===== src/hdl/csp_pkg.sv =====
// Package: types, constants and fixed-point helpers of the spline evaluator
`timescale 1ns / 1ps
package csp_pkg;

	localparam int MAX_KNOTS   = 64;
	localparam int IDX_W       = $clog2(MAX_KNOTS);
	localparam int CNT_W       = 7;
	localparam int VALUE_WIDTH = 32;
	localparam int FRAC        = 24;
	localparam int FIFO_DEPTH  = 4;
	localparam int PTR_W       = $clog2(FIFO_DEPTH);

	localparam logic OP_WRITE = 1'b0;
	localparam logic OP_QUERY = 1'b1;

	localparam logic signed [63:0] Q_MAX = 64'sh7FFF_FFFF_FFFF_FFFF;
	localparam logic signed [63:0] Q_MIN = 64'sh8000_0000_0000_0000;
	localparam logic signed [63:0] Q_ONE = 64'sh0000_0000_0100_0000;

	// high product bits shifted right by two give the quotient by six
	localparam logic [63:0] RECIP6 = 64'hAAAA_AAAA_AAAA_AAAB;

	typedef struct packed {
		logic              operation;
		logic [5:0]        knot_index;
		logic signed [31:0] knot_abscissa;
		logic signed [31:0] knot_ordinate;
		logic signed [31:0] knot_second_derivative;
		logic signed [31:0] query_x;
	} in_item_t;

	typedef struct packed {
		logic signed [31:0] value;
		logic signed [31:0] slope;
		logic signed [31:0] curvature;
		logic              bad_knots;
	} out_item_t;

	typedef struct packed {
		logic              is_query;
		logic [5:0]        index;
		logic signed [31:0] xa;
		logic signed [31:0] y;
		logic signed [31:0] s;
	} entry_t;

	typedef struct packed {
		logic              start;
		logic              raw;
		logic signed [63:0] x;
		logic signed [63:0] y;
	} mul_req_t;

	typedef struct packed {
		logic              done;
		logic signed [63:0] res;
	} mul_rsp_t;

	typedef struct packed {
		logic        start;
		logic [63:0] num;
		logic [33:0] den;
	} div_req_t;

	typedef struct packed {
		logic        done;
		logic [63:0] quo;
	} div_rsp_t;

	function automatic logic [63:0] mag(input logic signed [63:0] x);
		logic [63:0] r;
		r = x[63] ? (64'd0 - 64'(x)) : 64'(x);
		return r;
	endfunction

	function automatic logic signed [63:0] from_mag(input logic [63:0] m, input logic neg);
		logic signed [63:0] r;
		if (neg) begin
			r = m[63] ? Q_MIN : -$signed(m);
		end else begin
			r = m[63] ? Q_MAX : $signed(m);
		end
		return r;
	endfunction

	function automatic logic signed [63:0] add_sat(input logic signed [63:0] a,
		input logic signed [63:0] b);
		logic signed [63:0] s;
		s = a + b;
		if (a[63] == b[63] && s[63] != a[63]) begin
			s = a[63] ? Q_MIN : Q_MAX;
		end
		return s;
	endfunction

	function automatic logic signed [63:0] sub_sat(input logic signed [63:0] a,
		input logic signed [63:0] b);
		logic signed [63:0] d;
		d = a - b;
		if (a[63] != b[63] && d[63] != a[63]) begin
			d = a[63] ? Q_MIN : Q_MAX;
		end
		return d;
	endfunction

	function automatic logic [31:0] to_out(input logic signed [63:0] x);
		logic [63:0]        m;
		logic signed [63:0] v;
		logic signed [63:0] lim;
		m   = mag(x) + 64'd128;
		v   = from_mag(m >> 8, x[63]);
		lim = (64'sd1 <<< (VALUE_WIDTH - 1)) - 64'sd1;
		if (v > lim) begin
			v = lim;
		end
		if (v < -lim - 64'sd1) begin
			v = -lim - 64'sd1;
		end
		return v[31:0];
	endfunction

endpackage


===== src/hdl/csp_front.sv =====
// Front: accepts input beats, classifies them and feeds the queue
`timescale 1ns / 1ps
module csp_front (
	input  logic              clk,
	input  logic              arst_n,
	input  logic              in_valid,
	output logic              in_ready,
	input  csp_pkg::in_item_t in_data,
	output logic              push,
	output csp_pkg::entry_t   push_data,
	input  logic              full
);

	logic            valid_s1;
	csp_pkg::entry_t entry_s1;

	assign in_ready  = !valid_s1 || !full;
	assign push      = valid_s1 && !full;
	assign push_data = entry_s1;

	always_ff @(posedge clk or negedge arst_n) begin
		if (!arst_n) begin
			valid_s1 <= 1'b0;
		end else if (in_ready) begin
			valid_s1 <= in_valid;
		end
	end

	always_ff @(posedge clk) begin
		if (in_valid && in_ready) begin
			entry_s1.is_query <= (in_data.operation == csp_pkg::OP_QUERY);
			entry_s1.index    <= in_data.knot_index;
			entry_s1.xa       <= (in_data.operation == csp_pkg::OP_QUERY) ?
				in_data.query_x : in_data.knot_abscissa;
			entry_s1.y        <= in_data.knot_ordinate;
			entry_s1.s        <= in_data.knot_second_derivative;
		end
	end

endmodule


===== config.mk =====
export PLATFORM = sky130hd
export DESIGN_NAME = csp_front
export DESIGN_NICKNAME = d
export VERILOG_FILES = /design/src/hdl/csp_pkg.sv /design/src/hdl/csp_front.sv
export SDC_FILE = /design/constraint.sdc
export NUM_CORES = 1
export LEC_CHECK = 0
export BUFFER_PORTS_ARGS = -buffer_cell sky130_fd_sc_hd__buf_2
export CORE_AREA = 2 2 94 96
export DETAILED_ROUTE_END_ITERATION = 8
export DIE_AREA = 0 0 96 98
export PLACE_DENSITY_LB_ADDON = 0.2
export SLEW_MARGIN = 20
export SYNTH_ARGS = -nofsm -noshare
export SYNTH_HDL_FRONTEND = slang
export SYNTH_SLANG_ARGS = --single-unit

===== constraint.sdc =====
create_clock -name clk -period 22.2 [get_ports clk]
set_clock_uncertainty 0.15 [all_clocks]
set_input_delay 3.33 -clock clk [delete_from_list [all_inputs] [get_ports clk]]
set_output_delay 3.33 -clock clk [all_outputs]
set_load 0.02 [all_outputs]

Word-level counts from Yosys, hierarchy flattened

Index checks and enable logic that the tools add are counted.

Mux-type cells: 1
Reductions and logical operators: 5

Operators by type and width:

| cell              | number |
|---|---|
| $mux 32           | 1 |
| $logic_and 1x1->1 | 2 |
| $logic_not 1->1   | 2 |
| $logic_or 1x1->1  | 1 |

Bits in registers: 104
Bits of input ports: 139
Output and inout port bits: 105

Longest topological paths before layout

Depth after elaboration: 3
Gate-level depth with buffers: 3

Least setup slack after synthesis

OpenSTA, ideal clock, no wires.

Path kind: input-to-reg
From: in in_valid
To: reg entry_s1, in the netlist push_data[0], enable pin
Library setup time: 0.723 ns
Arrival time: 10.793 ns
Data required time: 21.327 ns
Path slack: 10.534 ns
Cell stages on the path: 1
Path buffers: 0
Cell sequence: a21boi_0

Longest elaborated chain between the ends: 1

RTL lines:

| element            | line            | text |
|---|---|---|
| start: declaration | csp_front.sv:6  | `input logic in_valid,` |
| $logic_and 1x1->1  | csp_front.sv:30 | `if (in_valid && in_ready) begin` |
| end: declaration   | csp_front.sv:15 | `csp_pkg::entry_t entry_s1;` |

No other way between the ends.
A chain may end at the register's enable or synchronous reset.

Final worst setup path

From: in full
To: out push

Longest elaborated chain between the ends: 2

RTL lines:

| element            | line            | text |
|---|---|---|
| start: declaration | csp_front.sv:11 | `input logic full` |
| $logic_not 1->1    | csp_front.sv:18 | `assign push = valid_s1 && !full;` |
| $logic_and 1x1->1  | csp_front.sv:18 |  |
| end: declaration   | csp_front.sv:9  | `output logic push,` |

No other way between the ends.

==> metrics.yaml <==
first_iter_violations: 68
leakagePower_nw: 2.34
hpwl_mm: 6.38
clkLatencyLatePin_ns: 0.34
cts_tree: "yes"
vias: 2225
crit_type: "in -> out"
syn-num-nets: 283
drtPass1Iterations: 4
h-tree-depth: 3
total_power_w: 0.000404
synth_ff_type: "edfxtp_1"
fin_crit_ns: 7.21
final-hold-violation-count: 0
final_cells: 509
rows: 34
status: "finished, final reports clean"
antenna_found_initial: 0
cp-end-kind: "primary output"
n_antenna_cell: 0
hp-class: "reg -> reg"
grt_pass1_wl_mm: 11.6
syn_area_um2: 3690
synth-seq-area-share_pct: 84.6
clock_sinks: 104
path_clk_slew_ns: 0.09
post_drt_wl_per_cell_um: 16.3
max-vdd-ir-drop_uv: 37.5
yosysUniqueCellTypes: 10
period_share_pct: 32.5
synth_common_cells: "103 x edfxtp_1, 30 x mux2_4, 3 x buf_12"
numCtsBuffers: 9
nNetsFinal: 535
pin_count: 244
yosysWarnings: 0
cts_buffer_depth: 2
cp_data_arrival_time_ns: 3.73
cts_setup_buffers: 0
yosysMostFrequentCell: "edfxtp_1"
drv_cap: 0
start_util_pct: 43.6
gp_congestion: 0.796
synth_area_leader_cell: "edfxtp_1"
synth-edff-count: 103
yosysTopAreaCellShare_pct: 83.9
synth.avg_cell_area_um2: 25.6
utilization_pct: 61.6
setup_viol: 0
gr-total-overflow: 0
cts_hold_buf: 0
drt-total-wl_mm: 8.28
cts_resized: 0
syn_inst: 144
ys_ff_latch: 104
drc: 0
setup-tns-final_ns: 0
crit_path_start_kind: "input port"
port_buffers: 243
gr-usage-all-layers_pct: 17.2
area.growth.synth_to_final_pct: 41.5
max-slew-margin-rel_pct: 34.7
async_flop_share_pct: 0.962
maxSlewViolCount: 0
die_x_um: 96
grt_pass1_vias: 2197
fmax_mhz: 139
design.core.area_um2: 8470
synth_area_leaders: "edfxtp_1 84%, mux2_4 12%, buf_12 1.6%"
final_antenna_net_count: 0
cts-root-buf: "clkbuf_8"
final_layout_size_suffix_gt1_share_pct: 73.1
place_inst: 492
grt_max_degree: 70
pre_cts_ws_ns: 14.98
tightestPinTransition_ns: 0.979
die-area_um2: 9410
worst_slack_ns: 14.99
vias_per_cell: 4.37
critPathRequiredTime_ns: 18.72
power.density_nw_per_um2: 77.5
rsz0062_at_grt: "false"
fp.dieH_um: 98
crit_path_max_fanout: 4
## layer usage
metal	vias up	part of all wire [%]	track usage [%]
met3	16	9.3	5.17
met5	-	0	0
met4	0	2.5	8.46
met1	1010	34	17.6
li1	1072	-	-
met2	127	54	31.2
## report_power, final
group | internal [W] | switching, W
Clock | 0.0000542 | 0.0000655
Sequential | 0.000230 | 0.00000267
Combinational | 0.0000233 | 0.0000291
Total | 0.000307 | 0.0000972
## cell type report
class / instances / area [um2]
clock buffer: 10 / 128
clock inverter: 6 / 77.6
fill: 679 / 3250
multi-input combinational: 36 / 509
sequential: 104 / 3120
tap: 108 / 135
timing repair buffer: 245 / 1250
## cell families after synthesis
| group | Yosys count | synth area share [%] |
|---|---|---|
| flip-flops | 104 | 84.6 |
| multiplexers | 32 | 12.8 |
| buffers and inverters | 4 | 1.93 |
| AO/OA/AOI/OAI | 2 | 0.407 |
| AND/OR/NAND/NOR | 2 | 0.271 |
## registers in the layout (all words and copies together), names as in the netlist
name and cells:
push_data 103, valid_s1 1
## worst max-delay path, stage by stage
cell and delay, ns:
buf_2 0.13, nor2b_1 0.11, buf_2 0.17
## placed cells by master, fill, tap and decap left out
cell type / n
buf_2: 243
edfxtp_1: 103
mux2_4: 30
clkbuf_8: 9
mux2_2: 2
inv_8: 2
clkinv_4: 2
nand2_1: 1
a21boi_4: 1
nor2b_1: 1
a21o_1: 1
clkinvlp_4: 1
clkbuf_1: 1
bufinv_16: 1
buf_16: 1
buf_4: 1
dfrtp_1: 1
## metrics by stage
step / cell area (um2) / hold slack [ns]
after floorplan: 3690 / 0.334
after global placement: 4990 / 0.417
after detailed placement: 4990 / 0.425
after CTS: 5190 / 0.447
after global routing: 5220 / 0.477
final: 5220 / 0.443
## worst paths after layout
path                                from           end  slack [ns]  cells past startpoint
worst max register to register  valid_s1  push_data[8]       19.83                      3
worst min register to register  valid_s1      valid_s1        0.44                      1
worst max-delay path                full          push       14.99                      3
max in group asynchronous         arst_n      valid_s1       19.23                      1
min in group asynchronous         arst_n      valid_s1        2.59                      1
worst min-delay path            valid_s1      valid_s1        0.44                      1
No activity file was read; power rests on OpenSTA's default activity.
