$ cat src/hdl/csp_pkg.sv
// Package: types, constants and fixed-point helpers of the spline evaluator
`timescale 1ns / 1ps
package csp_pkg;

	localparam int MAX_KNOTS   = 64;
	localparam int IDX_W       = $clog2(MAX_KNOTS);
	localparam int CNT_W       = 7;
	localparam int VALUE_WIDTH = 32;
	localparam int FRAC        = 24;
	localparam int FIFO_DEPTH  = 4;
	localparam int PTR_W       = $clog2(FIFO_DEPTH);

	localparam logic OP_WRITE = 1'b0;
	localparam logic OP_QUERY = 1'b1;

	localparam logic signed [63:0] Q_MAX = 64'sh7FFF_FFFF_FFFF_FFFF;
	localparam logic signed [63:0] Q_MIN = 64'sh8000_0000_0000_0000;
	localparam logic signed [63:0] Q_ONE = 64'sh0000_0000_0100_0000;

	// high product bits shifted right by two give the quotient by six
	localparam logic [63:0] RECIP6 = 64'hAAAA_AAAA_AAAA_AAAB;

	typedef struct packed {
		logic              operation;
		logic [5:0]        knot_index;
		logic signed [31:0] knot_abscissa;
		logic signed [31:0] knot_ordinate;
		logic signed [31:0] knot_second_derivative;
		logic signed [31:0] query_x;
	} in_item_t;

	typedef struct packed {
		logic signed [31:0] value;
		logic signed [31:0] slope;
		logic signed [31:0] curvature;
		logic              bad_knots;
	} out_item_t;

	typedef struct packed {
		logic              is_query;
		logic [5:0]        index;
		logic signed [31:0] xa;
		logic signed [31:0] y;
		logic signed [31:0] s;
	} entry_t;

	typedef struct packed {
		logic              start;
		logic              raw;
		logic signed [63:0] x;
		logic signed [63:0] y;
	} mul_req_t;

	typedef struct packed {
		logic              done;
		logic signed [63:0] res;
	} mul_rsp_t;

	typedef struct packed {
		logic        start;
		logic [63:0] num;
		logic [33:0] den;
	} div_req_t;

	typedef struct packed {
		logic        done;
		logic [63:0] quo;
	} div_rsp_t;

	function automatic logic [63:0] mag(input logic signed [63:0] x);
		logic [63:0] r;
		r = x[63] ? (64'd0 - 64'(x)) : 64'(x);
		return r;
	endfunction

	function automatic logic signed [63:0] from_mag(input logic [63:0] m, input logic neg);
		logic signed [63:0] r;
		if (neg) begin
			r = m[63] ? Q_MIN : -$signed(m);
		end else begin
			r = m[63] ? Q_MAX : $signed(m);
		end
		return r;
	endfunction

	function automatic logic signed [63:0] add_sat(input logic signed [63:0] a,
		input logic signed [63:0] b);
		logic signed [63:0] s;
		s = a + b;
		if (a[63] == b[63] && s[63] != a[63]) begin
			s = a[63] ? Q_MIN : Q_MAX;
		end
		return s;
	endfunction

	function automatic logic signed [63:0] sub_sat(input logic signed [63:0] a,
		input logic signed [63:0] b);
		logic signed [63:0] d;
		d = a - b;
		if (a[63] != b[63] && d[63] != a[63]) begin
			d = a[63] ? Q_MIN : Q_MAX;
		end
		return d;
	endfunction

	function automatic logic [31:0] to_out(input logic signed [63:0] x);
		logic [63:0]        m;
		logic signed [63:0] v;
		logic signed [63:0] lim;
		m   = mag(x) + 64'd128;
		v   = from_mag(m >> 8, x[63]);
		lim = (64'sd1 <<< (VALUE_WIDTH - 1)) - 64'sd1;
		if (v > lim) begin
			v = lim;
		end
		if (v < -lim - 64'sd1) begin
			v = -lim - 64'sd1;
		end
		return v[31:0];
	endfunction

endpackage

$ cat src/hdl/csp_fifo.sv
// Short queue between the front and the engine
`timescale 1ns / 1ps
module csp_fifo (
	input  logic            clk,
	input  logic            arst_n,
	input  logic            push,
	input  csp_pkg::entry_t push_data,
	output logic            full,
	input  logic            pop,
	output logic            empty,
	output csp_pkg::entry_t pop_data
);

	csp_pkg::entry_t               slots_q [csp_pkg::FIFO_DEPTH];
	logic [csp_pkg::PTR_W-1:0]     wptr_q;
	logic [csp_pkg::PTR_W-1:0]     rptr_q;
	logic [csp_pkg::PTR_W:0]       fill_q;

	assign full     = (fill_q == (csp_pkg::PTR_W + 1)'(csp_pkg::FIFO_DEPTH));
	assign empty    = (fill_q == '0);
	assign pop_data = slots_q[rptr_q];

	always_ff @(posedge clk or negedge arst_n) begin
		if (!arst_n) begin
			wptr_q <= '0;
			rptr_q <= '0;
			fill_q <= '0;
		end else begin
			if (push) begin
				wptr_q <= wptr_q + 1'b1;
			end
			if (pop) begin
				rptr_q <= rptr_q + 1'b1;
			end
			if (push && !pop) begin
				fill_q <= fill_q + 1'b1;
			end else if (pop && !push) begin
				fill_q <= fill_q - 1'b1;
			end
		end
	end

	always_ff @(posedge clk) begin
		if (push) begin
			slots_q[wptr_q] <= push_data;
		end
	end

endmodule

$ cat config.mk
export PLATFORM = sky130hd
export DESIGN_NAME = csp_fifo
export DESIGN_NICKNAME = d
export VERILOG_FILES = /design/src/hdl/csp_pkg.sv /design/src/hdl/csp_fifo.sv
export SDC_FILE = /design/constraint.sdc
export NUM_CORES = 1
export LEC_CHECK = 0
export BUFFER_PORTS_ARGS = -buffer_cell sky130_fd_sc_hd__buf_2
export CORE_MARGIN = 2
export CORE_UTILIZATION = 40
export CTS_CLUSTER_DIAMETER = 200
export DETAILED_ROUTE_END_ITERATION = 7
export PLACE_DENSITY = 0.6
export SYNTH_ARGS = -nofsm -noshare
export SYNTH_HDL_FRONTEND = slang
export SYNTH_SLANG_ARGS = --single-unit
$ cat constraint.sdc
create_clock -name clk -period 3.2 [get_ports clk]
set_input_delay 0.64 -clock clk [delete_from_list [all_inputs] [get_ports clk]]
set_output_delay 0.64 -clock clk [all_outputs]
set_load 0.05 [all_outputs]
# Word level (Yosys, flattened, before mapping)
# Memory sizes are Yosys's and may differ from the RTL's.
# Cells that the tools add are included.
word_totals:
  ff_bits: 7
  mem_bits_rw: 412
  input_bits: 107
  out_inout_bits: 105
  wordCells: 19
  n_memories: 1
op_classes:
  n_addsub: 4
  n_eq_ne: 1
  n_mux: 4
  n_reduce_logical: 6
memory_table:
  columns: ["name", "depth", "width", "read_ports", "rd_ports_with_merged_regs", "wr", "line", "source"]
  rows:
  - ["slots_q", 4, 103, 1, 0, 1, "csp_fifo.sv:14", "csp_pkg::entry_t slots_q [csp_pkg::FIFO_DEPTH];"]
ops:
  columns: ["cell", "n"]
  rows:
  - ["3-bit two-way mux", 2]
  - ["2-bit by 1-bit adder with 2-bit output, second input constant", 2]
  - ["3-bit by 1-bit adder with 3-bit output, second input constant", 1]
  - ["3-bit equality test, second input constant", 1]
  - ["3-bit logical NOT", 1]
  - ["3-bit by 1-bit subtractor with 3-bit output, second input constant", 1]
  - ["1-bit logical AND", 2]
  - ["1-bit logical NOT", 2]
  - ["1-bit two-way mux", 2]
  - ["2-bit nonzero test", 1]

# Logic depth before layout (Yosys ltp)
depth:
  word_depth: 4
  depth_mapped: 7
  ltp_nobuf: 7

# Least setup slack after synthesis
# No wires, ideal clock.
synth_path:
  path_kind: "in2reg"
  start: "in push"
  end: "mem slots_q[1][0] (netlist bit), enable pin"
  setup_ns: 0.473
  arrival_ns: 3.016
  t_required_ns: 2.727
  slack_ns: -0.289
  path_stages: 1
  path_buffers: 0
  cell_sequence: "and2_1"
synth_via:
  elab_chain_cells: 2
synth_lines:
  columns: ["element", "line", "source"]
  rows:
  - ["from (decl)", "csp_fifo.sv:6", "input logic push,"]
  - ["1-bit two-way mux", "csp_fifo.sv:44", "if (push) begin"]
  - ["1-bit two-way mux (implied by the code)", "csp_fifo.sv:45", "slots_q[wptr_q] <= push_data;"]
  - ["to (decl)", "csp_fifo.sv:14", null]
# Every way passes these cells.

==> metrics.yaml <==
status: "completed"
power.leakage_nw: 6.235
synth-main-ff-cell: "edfxtp_1"
synth_seq_cells: 419
numCtsBuffers: 44
setup_viol: 0
synth_enable_flop_cells: 412
cp_slowest_cell: "dfrtp_4"
grt_max_degree: 104
gp_congestion: 0.7096
syn_area_per_cell_sq_um: 26.64
core-area_sq_um: 37580
syn-cell-area_sq_um: 15260
max_stage_delay_ps: 670
cts_resized: 0
fin_crit_sh_pct: 92.66
clk_pin_slew_ps: 60
via_per_inst: 4.942
yosysTopAreaCellShare_pct: 81.06
synth_warnings: 0
met2_usage_pct: 22.62
routedWlPerCell_um: 21.14
clock-sinks: 419
die_h_um: 199.3
cts_hold_buf: 1
slew_headroom_pct: 52.48
skew_ps: 9.619
critPathArrivalTime_ps: 2330
post-route-min-period_ps: 2965
htree_levels: 2
numPortBuffers: 211
grtUsageMet3_pct: 5.350
initial_core_util_pct: 40.62
synth_largest_area_cell: "edfxtp_1"
grt_pass1_wl_um: 43140
grt_overflow: 0
start_kind: "flop"
cp_max_fo: 27
drv_slew: 0
final_cells: 1365
postRouteAntennaNets: 0
cts_setup_buffers: 0
cp_top_family: "flip-flops"
clock_latency_ps: 550
synth_area_leaders: "edfxtp_1, mux4_2, dfrtp_1"
wirelength_um: 28860
syn_nets: 686
fin_tns_setup_ps: 0
syn_inst: 573
crit_type: "reg2out"
max_freq_ghz: 0.3373
pre_cts_ws_ps: 746.8
drt_iter0_drc: 316
p_total_mw: 19.65
pin_count: 212
place_inst: 1288
num-fill-cells: 3069
syn_to_final_growth_pct: 20.48
route.vias.total: 6746
maxCapViolations: 0
grt_pass1_vias: 7243
crit_path_end_kind: "output pin"
hold_violations: 0
synth.top_cells.by_count: "edfxtp_1, mux4_2, buf_2, dfrtp_1"
hpwl_um: 16800
async_reset_ff_share_pct: 1.671
ys_types: 20
drc: 0
gr-max-usage-layer: "met2"
dieArea_sq_um: 39730
track_usage_pct: 14.80
ys_seq_area_share_pct: 82.21
path_buf_inv: 2
tightest_slew_ps: 712.8
firstDrtPassIters: 4
grt_antenna_before_repair: 8
power_per_cell_area_nw_per_um2: 1069
drive_above_1_share_pct: 45.77
fin_ws_ps: 234.9
cp.required_ps: 2560
peakVddDrop_mv: 0.6893
grt_use_met1_pct: 19.78
crit_chain: "buf_12 -> mux4_2 -> buf_2"
clock_path_buffers: 3
nNetsFinal: 937
rsz0062_at_grt: "false"
holdWs_ps: 302.3
die_x_um: 199.3
yosysMostFrequentCell: "edfxtp_1"
min_path_type: "in2reg"
rows: 71
cts_tree: "built"
cts.root.buffer_cell: "clkbuf_16"
[metal layers]
layer / up-vias / share of wire [%]
met3: 61 / 8.3
met2: 196 / 46
met1: 3501 / 43
li1: 2976 / -
met5: - / 0.26
met4: 12 / 2.2
[cells in the final DEF (no fill, tap or decap), types with 2 or more instances in the layout]
cell type,instances
dfrtp_1,5
xnor2_1,2
xor2_1,4
clkinv_2,3
diode_2,2
and2_4,4
clkbuf_16,45
inv_1,4
bufinv_16,2
ha_1,5
buf_12,12
clkinv_1,8
edfxtp_1,412
dfrtp_4,2
buf_4,5
mux4_2,103
buf_2,211
clkbuf_1,14
nand2_1,2
[kinds of logic after synthesis]
group	count (synthesis)	synth area share (%)
adder cells (fa/ha/maj)	6	0.5411
flip-flops	419	82.21
AO/OA/AOI/OAI	1	0.03276
multiplexers	104	15.27
buffers and inverters	28	1.279
AND/OR/NAND/NOR	9	0.3197
XOR/XNOR	6	0.3443
[per-stage QoR]
step / cell area (sq um) / utilization [%]
2_1_floorplan: 15270 / -
6_report: 18390 / 48.93
3_5_place_dp: 17070 / 45.43
5_1_grt: 18380 / 48.92
4_1_cts: 18380 / 48.92
3_3_place_gp: 17070 / 45.43
[registers in the layout, summed over array words and instances, names as in the netlist]
| register | cells |
|---|---|
| fill_q | 3 |
| rptr_q | 2 |
| slots_q | 412 |
| wptr_q | 2 |
[report_power, final]
part           leakage, nW  switching [mW]  internal, mW
Clock                0.628            1.94          2.73
Combinational         1.74            5.14          2.28
Sequential            3.86           0.386          7.18
[path summary, 6_finish.rpt]
| path | startpoint | endpoint | slack, ps | cells past startpoint |
|---|---|---|---|---|
| min in group asynchronous | arst_n | rptr_q[0] | 460 | 2 |
| max reg2reg | wptr_q[0] | slots_q[0][69] | 1400 | 4 |
| min | push_data[79] | slots_q[1][79] | 300 | 1 |
| max | rptr_q[0] | pop_data[89] | 230 | 3 |
| min reg2reg | fill_q[2] | fill_q[2] | 490 | 1 |
| max in group asynchronous | arst_n | rptr_q[1] | 2560 | 2 |
[layout make-up]
class / instances / area, sq um / share of cell area, %
Sequential cell: 419 / 12550 / 68.28
Multi-Input combinational cell: 126 / 2530 / 13.76
Antenna cell: 2 / 5.005 / 0.02722
Clock buffer: 59 / 1179 / 6.410
Clock inverter: 15 / 121.4 / 0.6600
Timing Repair Buffer: 229 / 1344 / 7.308
Inverter: 4 / 15.01 / 0.08166
Tap cell: 511 / 639.4 / 3.477
(Power assumes the default switching activity.)
